--- config.mk ---
export PLATFORM = sky130hd
export DESIGN_NAME = byte_order_script_decoder
export DESIGN_NICKNAME = d
export VERILOG_FILES = /design/src/rtl/bosd_pkg.sv /design/src/rtl/bosd_core.sv /design/src/rtl/byte_order_script_decoder.sv
export SDC_FILE = /design/constraint.sdc
export NUM_CORES = 1
export LEC_CHECK = 0
export BUFFER_PORTS_ARGS = -buffer_cell sky130_fd_sc_hd__buf_4
export CORE_MARGIN = 4
export CORE_UTILIZATION = 40
export DETAILED_ROUTE_END_ITERATION = 8
export GPL_TIMING_DRIVEN = 0
export SLEW_MARGIN = 20
export SYNTH_ARGS = -nofsm -noshare
export SYNTH_HDL_FRONTEND = slang
export SYNTH_HIERARCHICAL = 1
export SYNTH_SLANG_ARGS = --single-unit
--- constraint.sdc ---
create_clock -name clk -period 5.7 [get_ports clk]
set_input_delay 0.57 -clock clk [delete_from_list [all_inputs] [get_ports clk]]
set_output_delay 0.57 -clock clk [all_outputs]
set_load 0.02 [all_outputs]
--- src/rtl/bosd_pkg.sv ---
`timescale 1ns / 1ps
`default_nettype none

package bosd_pkg;

	localparam int OFFSET_BITS_DEFAULT = 32;

	localparam int WORD_W   = 16;
	localparam int OFFSET_W = 32;
	localparam int ELEM_W   = 4;
	localparam int COUNT_W  = 7;
	localparam int SEEN_W   = 15;
	localparam int RUN_W    = 15;

	localparam int TYPE_SHIFT       = 13;
	localparam int LOOPS_SHIFT      = 7;
	localparam int SKIP_BLOCK_SHIFT = 8;
	localparam int LARGEST_TYPE     = 3;

	typedef enum logic [2:0] {
		ST_SWAP     = 3'd0,
		ST_SKIP     = 3'd1,
		ST_END      = 3'd2,
		ST_BADTYPE  = 3'd3,
		ST_ODD      = 3'd4,
		ST_NOTERM   = 3'd5,
		ST_OVERFLOW = 3'd6,
		ST_IGNORED  = 3'd7
	} status_t;

	typedef struct packed {
		status_t               status;
		logic [OFFSET_W-1:0]   offset;
		logic [ELEM_W-1:0]     element_bytes;
		logic [COUNT_W-1:0]    count;
	} result_t;

endpackage

`default_nettype wire

--- src/rtl/bosd_core.sv ---
`timescale 1ns / 1ps
`default_nettype none

module bosd_core #(
	parameter int OFFSET_BITS = bosd_pkg::OFFSET_BITS_DEFAULT
) (
	input  wire logic                          clk,
	input  wire logic                          arst_n,
	input  wire logic                          fire,
	input  wire logic [bosd_pkg::WORD_W-1:0]   word,
	input  wire logic [bosd_pkg::WORD_W-1:0]   script_bytes,
	output bosd_pkg::result_t                  result
);

	localparam int EXT_W = (OFFSET_BITS > bosd_pkg::OFFSET_W) ? OFFSET_BITS
		: bosd_pkg::OFFSET_W;

	logic [OFFSET_BITS-1:0]            cursor_q;
	logic [bosd_pkg::SEEN_W-1:0]       words_seen_q;
	logic                              finished_q;

	logic [bosd_pkg::WORD_W-bosd_pkg::TYPE_SHIFT-1:0]          wtype;
	logic [bosd_pkg::TYPE_SHIFT-bosd_pkg::LOOPS_SHIFT-1:0]     loops;
	logic [bosd_pkg::LOOPS_SHIFT-1:0]                          skip;
	logic [bosd_pkg::SEEN_W-1:0]       nwords;
	logic [bosd_pkg::SEEN_W:0]         idx_next;
	logic [OFFSET_BITS:0]              pos_full;
	logic [OFFSET_BITS:0]              end_full;
	logic [OFFSET_BITS-1:0]            pos;
	logic [bosd_pkg::RUN_W-1:0]        run_bytes;
	logic [EXT_W-1:0]                  pos_ext;
	logic                              keeps_going;

	always_comb begin
		wtype    = word[bosd_pkg::WORD_W-1:bosd_pkg::TYPE_SHIFT];
		loops    = word[bosd_pkg::TYPE_SHIFT-1:bosd_pkg::LOOPS_SHIFT];
		skip     = word[bosd_pkg::LOOPS_SHIFT-1:0];
		nwords   = script_bytes[bosd_pkg::WORD_W-1:1];
		idx_next = (bosd_pkg::SEEN_W+1)'(words_seen_q) + (bosd_pkg::SEEN_W+1)'(1);

		pos_full = (OFFSET_BITS+1)'(cursor_q) + (OFFSET_BITS+1)'({skip, 1'b0});
		pos      = pos_full[OFFSET_BITS-1:0];
		if (wtype == '0) begin
			run_bytes = bosd_pkg::RUN_W'(loops) << bosd_pkg::SKIP_BLOCK_SHIFT;
		end else begin
			run_bytes = (bosd_pkg::RUN_W'(loops) + bosd_pkg::RUN_W'(1)) << wtype;
		end
		end_full = (OFFSET_BITS+1)'(pos) + (OFFSET_BITS+1)'(run_bytes);
		pos_ext  = EXT_W'(pos);

		result = '0;
		priority if (finished_q) begin
			result.status = bosd_pkg::ST_IGNORED;
		end else if (script_bytes[0]) begin
			result.status = bosd_pkg::ST_ODD;
		end else if (words_seen_q >= nwords) begin
			result.status = bosd_pkg::ST_NOTERM;
		end else if (word == '0) begin
			result.status = bosd_pkg::ST_END;
		end else if (wtype > 3'(bosd_pkg::LARGEST_TYPE)) begin
			result.status = bosd_pkg::ST_BADTYPE;
		end else if (pos_full[OFFSET_BITS] || end_full[OFFSET_BITS]) begin
			result.status = bosd_pkg::ST_OVERFLOW;
		end else if (idx_next == {1'b0, nwords}) begin
			result.status = bosd_pkg::ST_NOTERM;
		end else if (wtype == '0) begin
			result.status = bosd_pkg::ST_SKIP;
		end else begin
			result.status        = bosd_pkg::ST_SWAP;
			result.offset        = pos_ext[bosd_pkg::OFFSET_W-1:0];
			result.element_bytes = bosd_pkg::ELEM_W'(1) << wtype;
			result.count         = bosd_pkg::COUNT_W'(loops) + bosd_pkg::COUNT_W'(1);
		end

		keeps_going = (result.status == bosd_pkg::ST_SWAP)
			|| (result.status == bosd_pkg::ST_SKIP);
	end

	always_ff @(posedge clk or negedge arst_n) begin
		if (!arst_n) begin
			cursor_q     <= '0;
			words_seen_q <= '0;
			finished_q   <= 1'b0;
		end else if (fire && !finished_q) begin
			words_seen_q <= idx_next[bosd_pkg::SEEN_W-1:0];
			if (keeps_going) begin
				cursor_q <= end_full[OFFSET_BITS-1:0];
			end else begin
				finished_q <= 1'b1;
			end
		end
	end

`ifndef NO_ASSERTIONS
	a_ignored_after_finish: assert property (@(posedge clk) disable iff (!arst_n)
		finished_q |-> result.status == bosd_pkg::ST_IGNORED)
		else $error("A word after the end of the script was not ignored.");

	a_finish_sets_flag: assert property (@(posedge clk) disable iff (!arst_n)
		fire && !keeps_going |=> finished_q)
		else $error("A terminating status did not set the finished flag.");

	a_cursor_held: assert property (@(posedge clk) disable iff (!arst_n)
		fire && !keeps_going |=> cursor_q == $past(cursor_q))
		else $error("The cursor moved on a terminating status.");

	a_swap_size: assert property (@(posedge clk) disable iff (!arst_n)
		result.status == bosd_pkg::ST_SWAP |-> result.element_bytes == 4'd2
			|| result.element_bytes == 4'd4 || result.element_bytes == 4'd8)
		else $error("A swap record carries an illegal element size.");

	a_empty_record: assert property (@(posedge clk) disable iff (!arst_n)
		result.status != bosd_pkg::ST_SWAP |-> result.offset == '0
			&& result.element_bytes == '0 && result.count == '0)
		else $error("A non-swap status carries record fields.");
`endif

endmodule

`default_nettype wire

--- src/rtl/byte_order_script_decoder.sv ---
`timescale 1ns / 1ps
`default_nettype none

// Decodes a byte order script one 16-bit word per beat and returns exactly one result
// beat per word: a swap record, a skip, the end of the script or an error status. The
// block takes one word per clock cycle while out_ready is high; a word is registered in word_s1,
// decoded and registered as a result in res_s2. The rate is set by the cursor update, one add for
// the skip and one add and overflow check for the run, which closes on the cursor register. Write
// script_bytes before the first word; after the end of the script or an error every
// further word answers as ignored until reset.
module byte_order_script_decoder #(
	parameter int OFFSET_BITS = bosd_pkg::OFFSET_BITS_DEFAULT
) (
	input  wire logic                          clk,
	input  wire logic                          arst_n,

	input  wire logic                          script_bytes_we,
	input  wire logic [bosd_pkg::WORD_W-1:0]   script_bytes,

	input  wire logic                          in_valid,
	output logic                               in_ready,
	input  wire logic [bosd_pkg::WORD_W-1:0]   word,

	output logic                               out_valid,
	input  wire logic                          out_ready,
	output logic [2:0]                         status,
	output logic [bosd_pkg::OFFSET_W-1:0]      offset,
	output logic [bosd_pkg::ELEM_W-1:0]        element_bytes,
	output logic [bosd_pkg::COUNT_W-1:0]       count
);

	logic [bosd_pkg::WORD_W-1:0]  script_bytes_q;
	logic [bosd_pkg::WORD_W-1:0]  word_s1;
	logic                         valid_s1;
	bosd_pkg::result_t            res_s2;
	logic                         valid_s2;
	bosd_pkg::result_t            res_next;
	logic                         load_s2;
	logic                         fire;

	assign load_s2  = !valid_s2 || out_ready;
	assign fire     = valid_s1 && load_s2;
	assign in_ready = !valid_s1 || load_s2;

	always_ff @(posedge clk or negedge arst_n) begin
		if (!arst_n) begin
			script_bytes_q <= '0;
		end else if (script_bytes_we) begin
			script_bytes_q <= script_bytes;
		end
	end

	always_ff @(posedge clk or negedge arst_n) begin
		if (!arst_n) begin
			valid_s1 <= 1'b0;
			valid_s2 <= 1'b0;
		end else begin
			if (in_ready) begin
				valid_s1 <= in_valid;
			end
			if (load_s2) begin
				valid_s2 <= fire;
			end
		end
	end

	always_ff @(posedge clk or negedge arst_n) begin
		if (!arst_n) begin
			word_s1 <= '0;
			res_s2  <= '0;
		end else begin
			if (in_ready && in_valid) begin
				word_s1 <= word;
			end
			if (fire) begin
				res_s2 <= res_next;
			end
		end
	end

	bosd_core #(
		.OFFSET_BITS(OFFSET_BITS)
	) u_core (
		.clk          (clk),
		.arst_n       (arst_n),
		.fire         (fire),
		.word         (word_s1),
		.script_bytes (script_bytes_q),
		.result       (res_next)
	);

	assign out_valid     = valid_s2;
	assign status        = res_s2.status;
	assign offset        = res_s2.offset;
	assign element_bytes = res_s2.element_bytes;
	assign count         = res_s2.count;

endmodule

`default_nettype wire

==> summary.txt, run 1 <==
Timing
  – Tcrit/Tclk final: 93.2%
  – Relative slew slack: between 40% and 50%
  – Final setup vio count: 0
  – Slew @ Worst Pin: between 800 and 900 ps
  – Total Neg Setup Slack: 0 ps
  – Max Fclk: around 0.19 GHz
  – Layout Skew: 11.0 ps
  – RSZ-0062 raised after global routing: no
  – Fin crit period: between 5000 and 6000 ps
  – Final Hold Fails: 0
  – Max-slew violations: 0

Status
  – Outcome: completed

Logic synthesis
  – Post-synth EDFFs: 0
  – Post-Syn Area: slightly below 9000 um2
  – Post-synthesis sequential area ratio: 35.9%
  – FFs w/ async S/R, synth: 100%
  – Top cell type's share of synthesized area: roughly 36%
  – Combinational family with the most area after synthesis: simple AND/OR/NAND/NOR gates
  – Syn Area/Cell: approximately 10 um2
  – Post-synthesis register bit count: approximately 130
  – Top cells by area, synth: dfrtp_1 36%, mux2_2 7.2%, mux2_4 5.7%
  – Synth area leader: dfrtp_1
  – Adder-cell area share of the yosys netlist: under 10%
  – Main flop type after synthesis: dfrtp_1
  – Cells after Synth: about 900
  – Post-synthesis compound-gate area fraction: roughly an eighth
  – Yosys cell types: between 80 and 90
  – Post-synthesis mux area share: 13.2%
  – Yosys warnings: 6
  – Synth Area in XOR/XNOR: 9.48%
  – Synth Area in Simple Gates: between 10% and 20%

Global route
  – First-pass GRT wire length: roughly 36 mm
  – GRT Resource Usage Total: 18.2%
  – Grt total ovfl: 0
  – Initial antenna violation count: 0
  – Vias in the first global route: 6,862
  – Largest net degree at the start of global routing: 82

Route
  – Antenna Nets Post-Route: 0
  – Vias: 6,894
  – WL/cell: roughly 17 um
  – DRT iter0 DRCs: between 400 and 500
  – Detailed Route WL: 21.9 mm
  – DRC errors left: 0
  – Drt via density: 5.40
  – Router iterations before antenna repair: 5

Power
  – Internal power: roughly 2300 uW
  – Reg power frac: 31.3%
  – Sw Ratio: about a third
  – Worst IR Drop VDD: about 0.18 mV
  – Clock network fraction of total power: between 30% and 40%
  – Power, Total: 3370 uW
  – Sw power: ~1100 uW
  – Leak: around 0.0048 uW
  – Comb pwr share: 32.0%
  – PD cells: ~320 nW/um2

Finish
  – N_diodes: 0
  – Nets@finish: ~1,100
  – Post-layout util: about half
  – Layout cells sized above 1: between 20% and 30%
  – Synth-to-Final Area Change: 19.0%

Clock network
  – Clk sinks: approximately 130
  – Clock root buffer master: clkbuf_16
  – CTS tree: yes
  – Post-CTS Hold Fix Bufs: 0
  – Num CTS Buffers: 17
  – H-tree levels: 4
  – Clock Path Buffers: 2
  – Worst-path clk slew: 60 ps
  – Worst-skew pair later-pin latency: 430 ps

Setup path
  – Slowest CP cell: a2111oi_4
  – Critical-path cell list: ha_1 > inv_1 > fa_1 > nand2b_1 > a21oi_2 > nor2b_1 > a2111oi_4 > and3_1 > xor2_1 > ha_1 > nand2_1 > or3_1 > o211a_1 > nor4b_4 > nand3_1 > buf_2 > nand3b_4 > buf_4 > nor2_1 > mux2_4
  – CP max stage delay: around 430 ps
  – Crit path DAT: roughly 5600 ps
  – WP data required: approximately 6000 ps
  – Critical Path Fanout Max: 10
  – Crit end category: flop
  – Crit path from: word_s1[0]
  – Setup CP Type: reg -> reg
  – Startpoint types: flop
  – R2r startpoint: word_s1[0]
  – Most used cell, CP: ha_1

Floorplan
  – Die H: 157 um
  – Die width: about 160 um
  – Die ar.: roughly 25,000 um2
  – Rows: 54
  – Top Ports: 85
  – Area of the core: around 22,000 um2
  – Initial Util: about 41%

Place
  – Number of port buffers: 83
  – Post-detail-place hpwl: 16.4 mm
  – Gpl congestion: roughly 0.86

Hold path
  – Worst Hold Class: in -> async

Job
  – Max-cap viol count: 0
[logic make-up after synthesis]
group | after synthesis
compound gates | 155
xor+xnor | 95
fa+ha+maj | 40
buf+inv | 86
flops | 128
mux | 94
other cells | 1
simple gates | 281
[per-stage QoR]
stage,instance area (um2),instances,setup WS (ps),hold WS [ps]
finish,10600,1276,388,51.7
floorplan,8940,881,890,274
CTS,10600,1276,40.4,55.8
global placement,9910,1244,-88.6,468
detailed placement,9950,1245,-224,485
global route,10600,1276,45.8,74.1
[state kept, by name, indices dropped and copies added, names as in the netlist]
signal               flops
count                    7
element_bytes            4
offset                  32
out_valid                1
script_bytes_q          16
status                   3
u_core/cursor_q         32
u_core/finished_q        1
u_core/words_seen_q     15
valid_s1                 1
word_s1                 16
[synthesized netlist by cell type (3+ instances only)]
library cell    n
o2111ai_1       3
and3_1          7
clkbuf_1       16
nand4_1        21
a211oi_1        5
mux2i_1         3
and2_1          4
nor4b_2         8
ha_1           38
nor2b_1        18
nor3_2          3
nand2_1        51
a211o_1         3
nor2_1         59
xor2_1         41
nand3_1        33
o21a_1          4
a31oi_1         7
o21bai_1        3
dfrtp_1       128
nand2b_1       12
and4_1          3
nor3_1         24
o21ai_0        39
or3_1           5
a22o_1          4
mux2_4         34
o211ai_1        7
a21oi_1        30
buf_4           8
buf_6          10
buf_2          14
a211oi_2        3
mux2_2         57
o31ai_1         6
nor4_1          7
a21o_1         12
inv_1          35
nand3b_1        5
xnor2_1        52
[power by group through the flow]
stage | Combinational, uW | Sequential (uW) | Clock, uW
2_1_floorplan | 824 | 1050 | 0
3_3_place_gp | 1040 | 1070 | 0
3_5_place_dp | 1050 | 1070 | 0
4_1_cts | 1060 | 1050 | 1260
5_1_grt | 1210 | 1070 | 1300
6_report | 1080 | 1050 | 1240
[layer usage]
layer / wire [um] / GRT usage (%) / vias to the layer above
li1: - / - / 3358
met2: 10300 / 29.5 / 185
met1: 10100 / 24.7 / 3324
met4: 459 / 5.90 / 0
met3: 1040 / 3.52 / 27
met5: 0 / 0 / -
[final cells by class]
cell class | instances | area, um2
inverter | 35 | 131
tap | 280 | 350
sequential | 128 | 3200
buffer | 51 | 330
timing repair buffer | 84 | 658
multi-input combinational | 667 | 5300
fill | 2075 | 11300
clock buffer | 19 | 453
clock inverter | 12 | 205
[critical path, delay by kind of cell (launching register included)]
| family | cells | cell delay, ps |
|---|---|---|
| DFF | 1 | 390 |
| adders and majority gates | 3 | 870 |
| AOI/OAI and AO/OA | 3 | 1050 |
| and+or+nand+nor | 9 | 1820 |
| muxes | 1 | 270 |
| xor gates and xnor gates | 1 | 250 |
| buffers and inverters | 3 | 540 |
[path summary, 6_finish.rpt]
| kind | to | slack, ps | cells past startpoint |
|---|---|---|---|
| hold reg to reg | out_valid | 500 | 1 |
| setup reg to reg | offset[23] | 390 | 20 |
| min in group clk | valid_s1 | 340 | 2 |
| max in group asynchronous | offset[10] | 4920 | 2 |
| setup / recovery | offset[23] | 390 | 20 |
| hold / removal | element_bytes[3] | 50 | 1 |
[layout by cell type, fill, tap and decap left out, types with 6 or more instances in the layout]
cell type  instances
nand3_1           33
buf_2             14
nor2_1            59
mux2_2            57
nor4_1             7
nor3_1            24
nand4_1           21
xnor2_1           52
buf_4             90
o31ai_1            6
buf_6             10
nand2_1           51
nand2b_1          12
nor4b_2            7
mux2_4            34
clkbuf_16         17
a31oi_1            7
a21oi_1           29
xor2_1            41
inv_1             35
o21ai_0           39
and3_1             7
nor2b_1           18
o211ai_1           7
clkbuf_1          16
dfrtp_1          128
a21o_1            12
ha_1              38
[repair_timing]
action / 4_1_cts / 5_1_grt
endpoints found under the setup margin: 33 / 39
setup buffers: 0 / 0
resized for setup: 2 / 3
endpoints found under the hold margin: 0 / 0
Note: power is estimated with default switching activity, not from simulation.
==> inputs of run 2 (changes only) <==
- ABC_AREA: default -> 1
==> run 2 against run 1 <==
Sequential share of layout area barely moved. Cell count rose by 36%. Maximum frequency rose by 13%. Area after synthesis rose by 1.2%. Sequential power rose by 9%. Synthesized cell count rose by 52%. Utilization fell by 0.28 points. Combinational power rose by 36%. Flip-flop and latch count did not move. Die area rose by 1.2%. Final area barely moved. Via count rose by 24%. Critical endpoint is now u_core/cursor_q[30]. Largest cell class unchanged.
==> summary.txt, run 2 <==
Status
  – Outcome: completed (unchanged)

Floorplan
  – Die ar.: 25,100 um2 (was 24,800 um2)
  – Area of the core: 22,000 um2 (was 21,900 um2)
  – Top Ports: 85 (unchanged)
  – Rows: 54 (unchanged)
  – Initial Util: 41.1% (was 40.8%)
  – Die H: 158 um (was 157 um)
  – Die width: 158 um (was 157 um)

Route
  – Antenna Nets Post-Route: 0 (unchanged)
  – Router iterations before antenna repair: 5 (unchanged)
  – Detailed Route WL: 25.3 mm (was 21.9 mm)
  – Drt via density: 4.94 (was 5.40)
  – DRT iter0 DRCs: 598 (was 408)
  – DRC errors left: 0 (unchanged)
  – Vias: 8,576 (was 6,894)
  – WL/cell: 14.6 um (was 17.2 um)

Setup path
  – Most used cell, CP: nand2_1 (was ha_1)
  – WP data required: 6020 ps (was 6010 ps)
  – Crit path DAT: 5010 ps (was 5620 ps)
  – R2R Setup Slk: 1010 ps (was 390 ps)
  – Slowest CP cell: nor3_1 (was a2111oi_4)
  – Setup CP Type: reg -> reg (unchanged)
  – CP max stage delay: 530 ps (was 430 ps)
  – Critical-path cell list: ha_1 > inv_1 > fa_1 > nor2_1 > o21ai_0 > nand2_1 > xnor2_1 > inv_1 > ha_1 > clkbuf_1 > nand4_1 > o21ai_1 > nand3_1 > nor3_1 > nand3_1 > xor2_1 > nand2_1 > nand2_1 (was ha_1 > inv_1 > fa_1 > nand2b_1 > a21oi_2 > nor2b_1 > a2111oi_4 > and3_1 > xor2_1 > ha_1 > nand2_1 > or3_1 > o211a_1 > nor4b_4 > nand3_1 > buf_2 > nand3b_4 > buf_4 > nor2_1 > mux2_4)
  – Critical Path Fanout Max: 7 (was 10)
  – Startpoint types: flop (unchanged)
  – Crit end category: flop (unchanged)

Logic synthesis
  – Main flop type after synthesis: dfrtp_1 (unchanged)
  – Post-synthesis register bit count: 128 (unchanged)
  – Post-synthesis sequential area ratio: 35.4% (was 35.9%)
  – Most frequent cell after synthesis: nand2_1 (was dfrtp_1)
  – Synth area leader: dfrtp_1 (unchanged)
  – FFs w/ async S/R, synth: 100% (unchanged)
  – Post-synth top cells: 546 x nand2_1, 148 x inv_1, 128 x dfrtp_1 (was 128 x dfrtp_1, 59 x nor2_1, 57 x mux2_2)
  – Syn Area/Cell: 6.75 um2 (was 10.2 um2)
  – Yosys warnings: 6 (unchanged)
  – Yosys cell types: 45 (was 85)
  – Top cells by area, synth: dfrtp_1 35%, nand2_1 23%, inv_1 6.1% (was dfrtp_1 36%, mux2_2 7.2%, mux2_4 5.7%)
  – Cells after Synth: 1,339 (was 880)
  – Post-synth EDFFs: 0 (unchanged)
  – Top cell type's share of synthesized area: 35.4% (was 35.9%)
  – Post-Syn Area: 9040 um2 (was 8930 um2)

Timing
  – Layout Skew: 13.9 ps (was 11.0 ps)
  – Max-slew violations: 0 (unchanged)
  – Final setup vio count: 0 (unchanged)
  – Relative slew slack: 59.7% (was 45.3%)
  – RSZ-0062 raised after global routing: no (unchanged)
  – Slew @ Worst Pin: 598 ps (was 814 ps)
  – Total Neg Setup Slack: 0 ps (unchanged)
  – Final Hold Fails: 0 (unchanged)
  – Max Fclk: 0.213 GHz (was 0.188 GHz)
  – Tcrit/Tclk final: 82.2% (was 93.2%)
  – Fin crit period: 4690 ps (was 5310 ps)

Power
  – PD cells: 350 nW/um2 (was 317 nW/um2)
  – Clock network fraction of total power: 29.8% (was 36.7%)
  – Reg power frac: 30.7% (was 31.3%)
  – Worst IR Drop VDD: 0.238 mV (was 0.184 mV)
  – Comb pwr share: 39.4% (was 32.0%)
  – Sw power: 1480 uW (was 1110 uW)
  – Power, Total: 3720 uW (was 3370 uW)
  – Leak: 0.00571 uW (was 0.00478 uW)
  – Sw Ratio: 39.8% (was 33.0%)
  – Internal power: 2240 uW (was 2260 uW)

Global route
  – Initial antenna violation count: 0 (unchanged)
  – GRT Resource Usage Total: 20.8% (was 18.2%)
  – First-pass GRT wire length: 41.1 mm (was 36.1 mm)
  – Grt total ovfl: 0 (unchanged)
  – Largest net degree at the start of global routing: 93 (was 82)
  – Vias in the first global route: 8,022 (was 6,862)

Clock network
  – H-tree levels: 4 (unchanged)
  – Post-CTS Hold Fix Bufs: 0 (unchanged)
  – Clock root buffer master: clkbuf_16 (unchanged)
  – Worst-skew pair later-pin latency: 430 ps (about the same)
  – Clock Path Buffers: 2 (unchanged)
  – Post-CTS Setup Inserts: 0 (unchanged)
  – Clk sinks: 128 (unchanged)
  – CTS tree: yes (unchanged)
  – Worst-path clk slew: 60 ps (about the same)
  – Num CTS Buffers: 17 (unchanged)
  – Post_cts resized: 0 (was 2)

Finish
  – Most common cell after layout, fill and taps aside: nand2_1 (was dfrtp_1)
  – Commonest non-fill, non-tap cells in the layout: 546 x nand2_1, 148 x inv_1, 128 x dfrtp_1 (was 128 x dfrtp_1, 90 x buf_4, 59 x nor2_1)
  – Multi-input logic area: 5020 um2 (was 5300 um2)
  – Synth-to-Final Area Change: 17.7% (was 19.0%)
  – Layout cells sized above 1: 12.2% (was 28.1%)
  – # fillers: 2,282 (was 2,075)
  – Nets@finish: 1,520 (was 1,061)
  – Final cell count without fillers: 1,736 (was 1,276)
  – Sequential Area: 3200 um2 (unchanged)
  – N_diodes: 0 (unchanged)

Job
  – Max-cap viol count: 0 (unchanged)

Place
  – Number of port buffers: 83 (unchanged)
  – Gpl congestion: 0.938 (was 0.865)
  – Inst Count DP: 1,704 (was 1,245)
  – Post-detail-place hpwl: 19.7 mm (was 16.4 mm)

Hold path
  – Worst Hold Class: in -> async (unchanged)
## run 2: final cells by class
type                    count  area share [%]
clock inverters             9            1.01
well taps                 280            3.29
plain buffers              35            2.23
flip-flops and latches    128            30.1
repair buffers             84            6.19
multi-input cells        1022            47.2
clock buffers              23            4.49
inverters                 155            5.47
## run 2: worst paths after layout
| path | cells after the start | from | endpoint |
|---|---|---|---|
| hold reg to reg | 2 | status[1] | status[1] |
| hold / removal | 1 | arst_n | offset[0] |
| setup / recovery | 18 | word_s1[0] | u_core/cursor_q[30] |
| min in group clk | 3 | script_bytes[15] | script_bytes_q[15] |
| setup reg to reg | 18 | word_s1[0] | u_core/cursor_q[30] |
| max in group asynchronous | 2 | arst_n | u_core/cursor_q[21] |
## run 2: critical path, delay by kind of cell, from the launching register on
kind | cells | cell delay, ps
simple gates | 8 | 1670
compound gates | 2 | 580
flops | 1 | 420
fa+ha+maj | 3 | 1010
buf+inv | 3 | 410
xor+xnor | 2 | 490
## run 2: cell families (layout without fill, tap and decap cells)
kind of cell	count (synthesis)	after routing	synth area share (%)
XOR/XNOR	57	57	5.76
buffers and inverters	190	306	9.06
other	1	2	0.0415
flip-flops	128	128	35.4
AND/OR/NAND/NOR	831	831	38.6
AO/OA/AOI/OAI	92	92	5.47
adder cells (fa/ha/maj)	40	40	5.70
## run 2: metal layers
metal / GRT usage [%] / part of all wire (%) / vias to the layer above
li1: - / - / 4406
met1: 29.9 / 50 / 3941
met2: 32.7 / 44 / 201
met3: 3.02 / 4.3 / 28
met4: 5.61 / 1.5 / 0
met5: 0 / 0 / -
## run 2: through the flow
stage | instance area (um2) | utilization (%) | hold slack [ps] | worst slack, ps
final | 10600 | 48.3 | 10.2 | 1010
after global routing | 10600 | 48.3 | 24.9 | 499
after CTS | 10600 | 48.3 | 11.0 | 1060
after detailed placement | 10100 | 45.6 | 463 | 1080
after global placement | 10000 | 45.5 | 455 | 1120
after floorplan | 9050 | - | 274 | 2130
## run 2: power by group through the flow
stage	registers (uW)	logic [uW]	clock network (uW)
after floorplan	1160	1030	0
after global placement	1150	1430	0
after detailed placement	1160	1450	0
after CTS	1140	1460	1130
after global routing	1160	1660	1170
final	1140	1470	1110
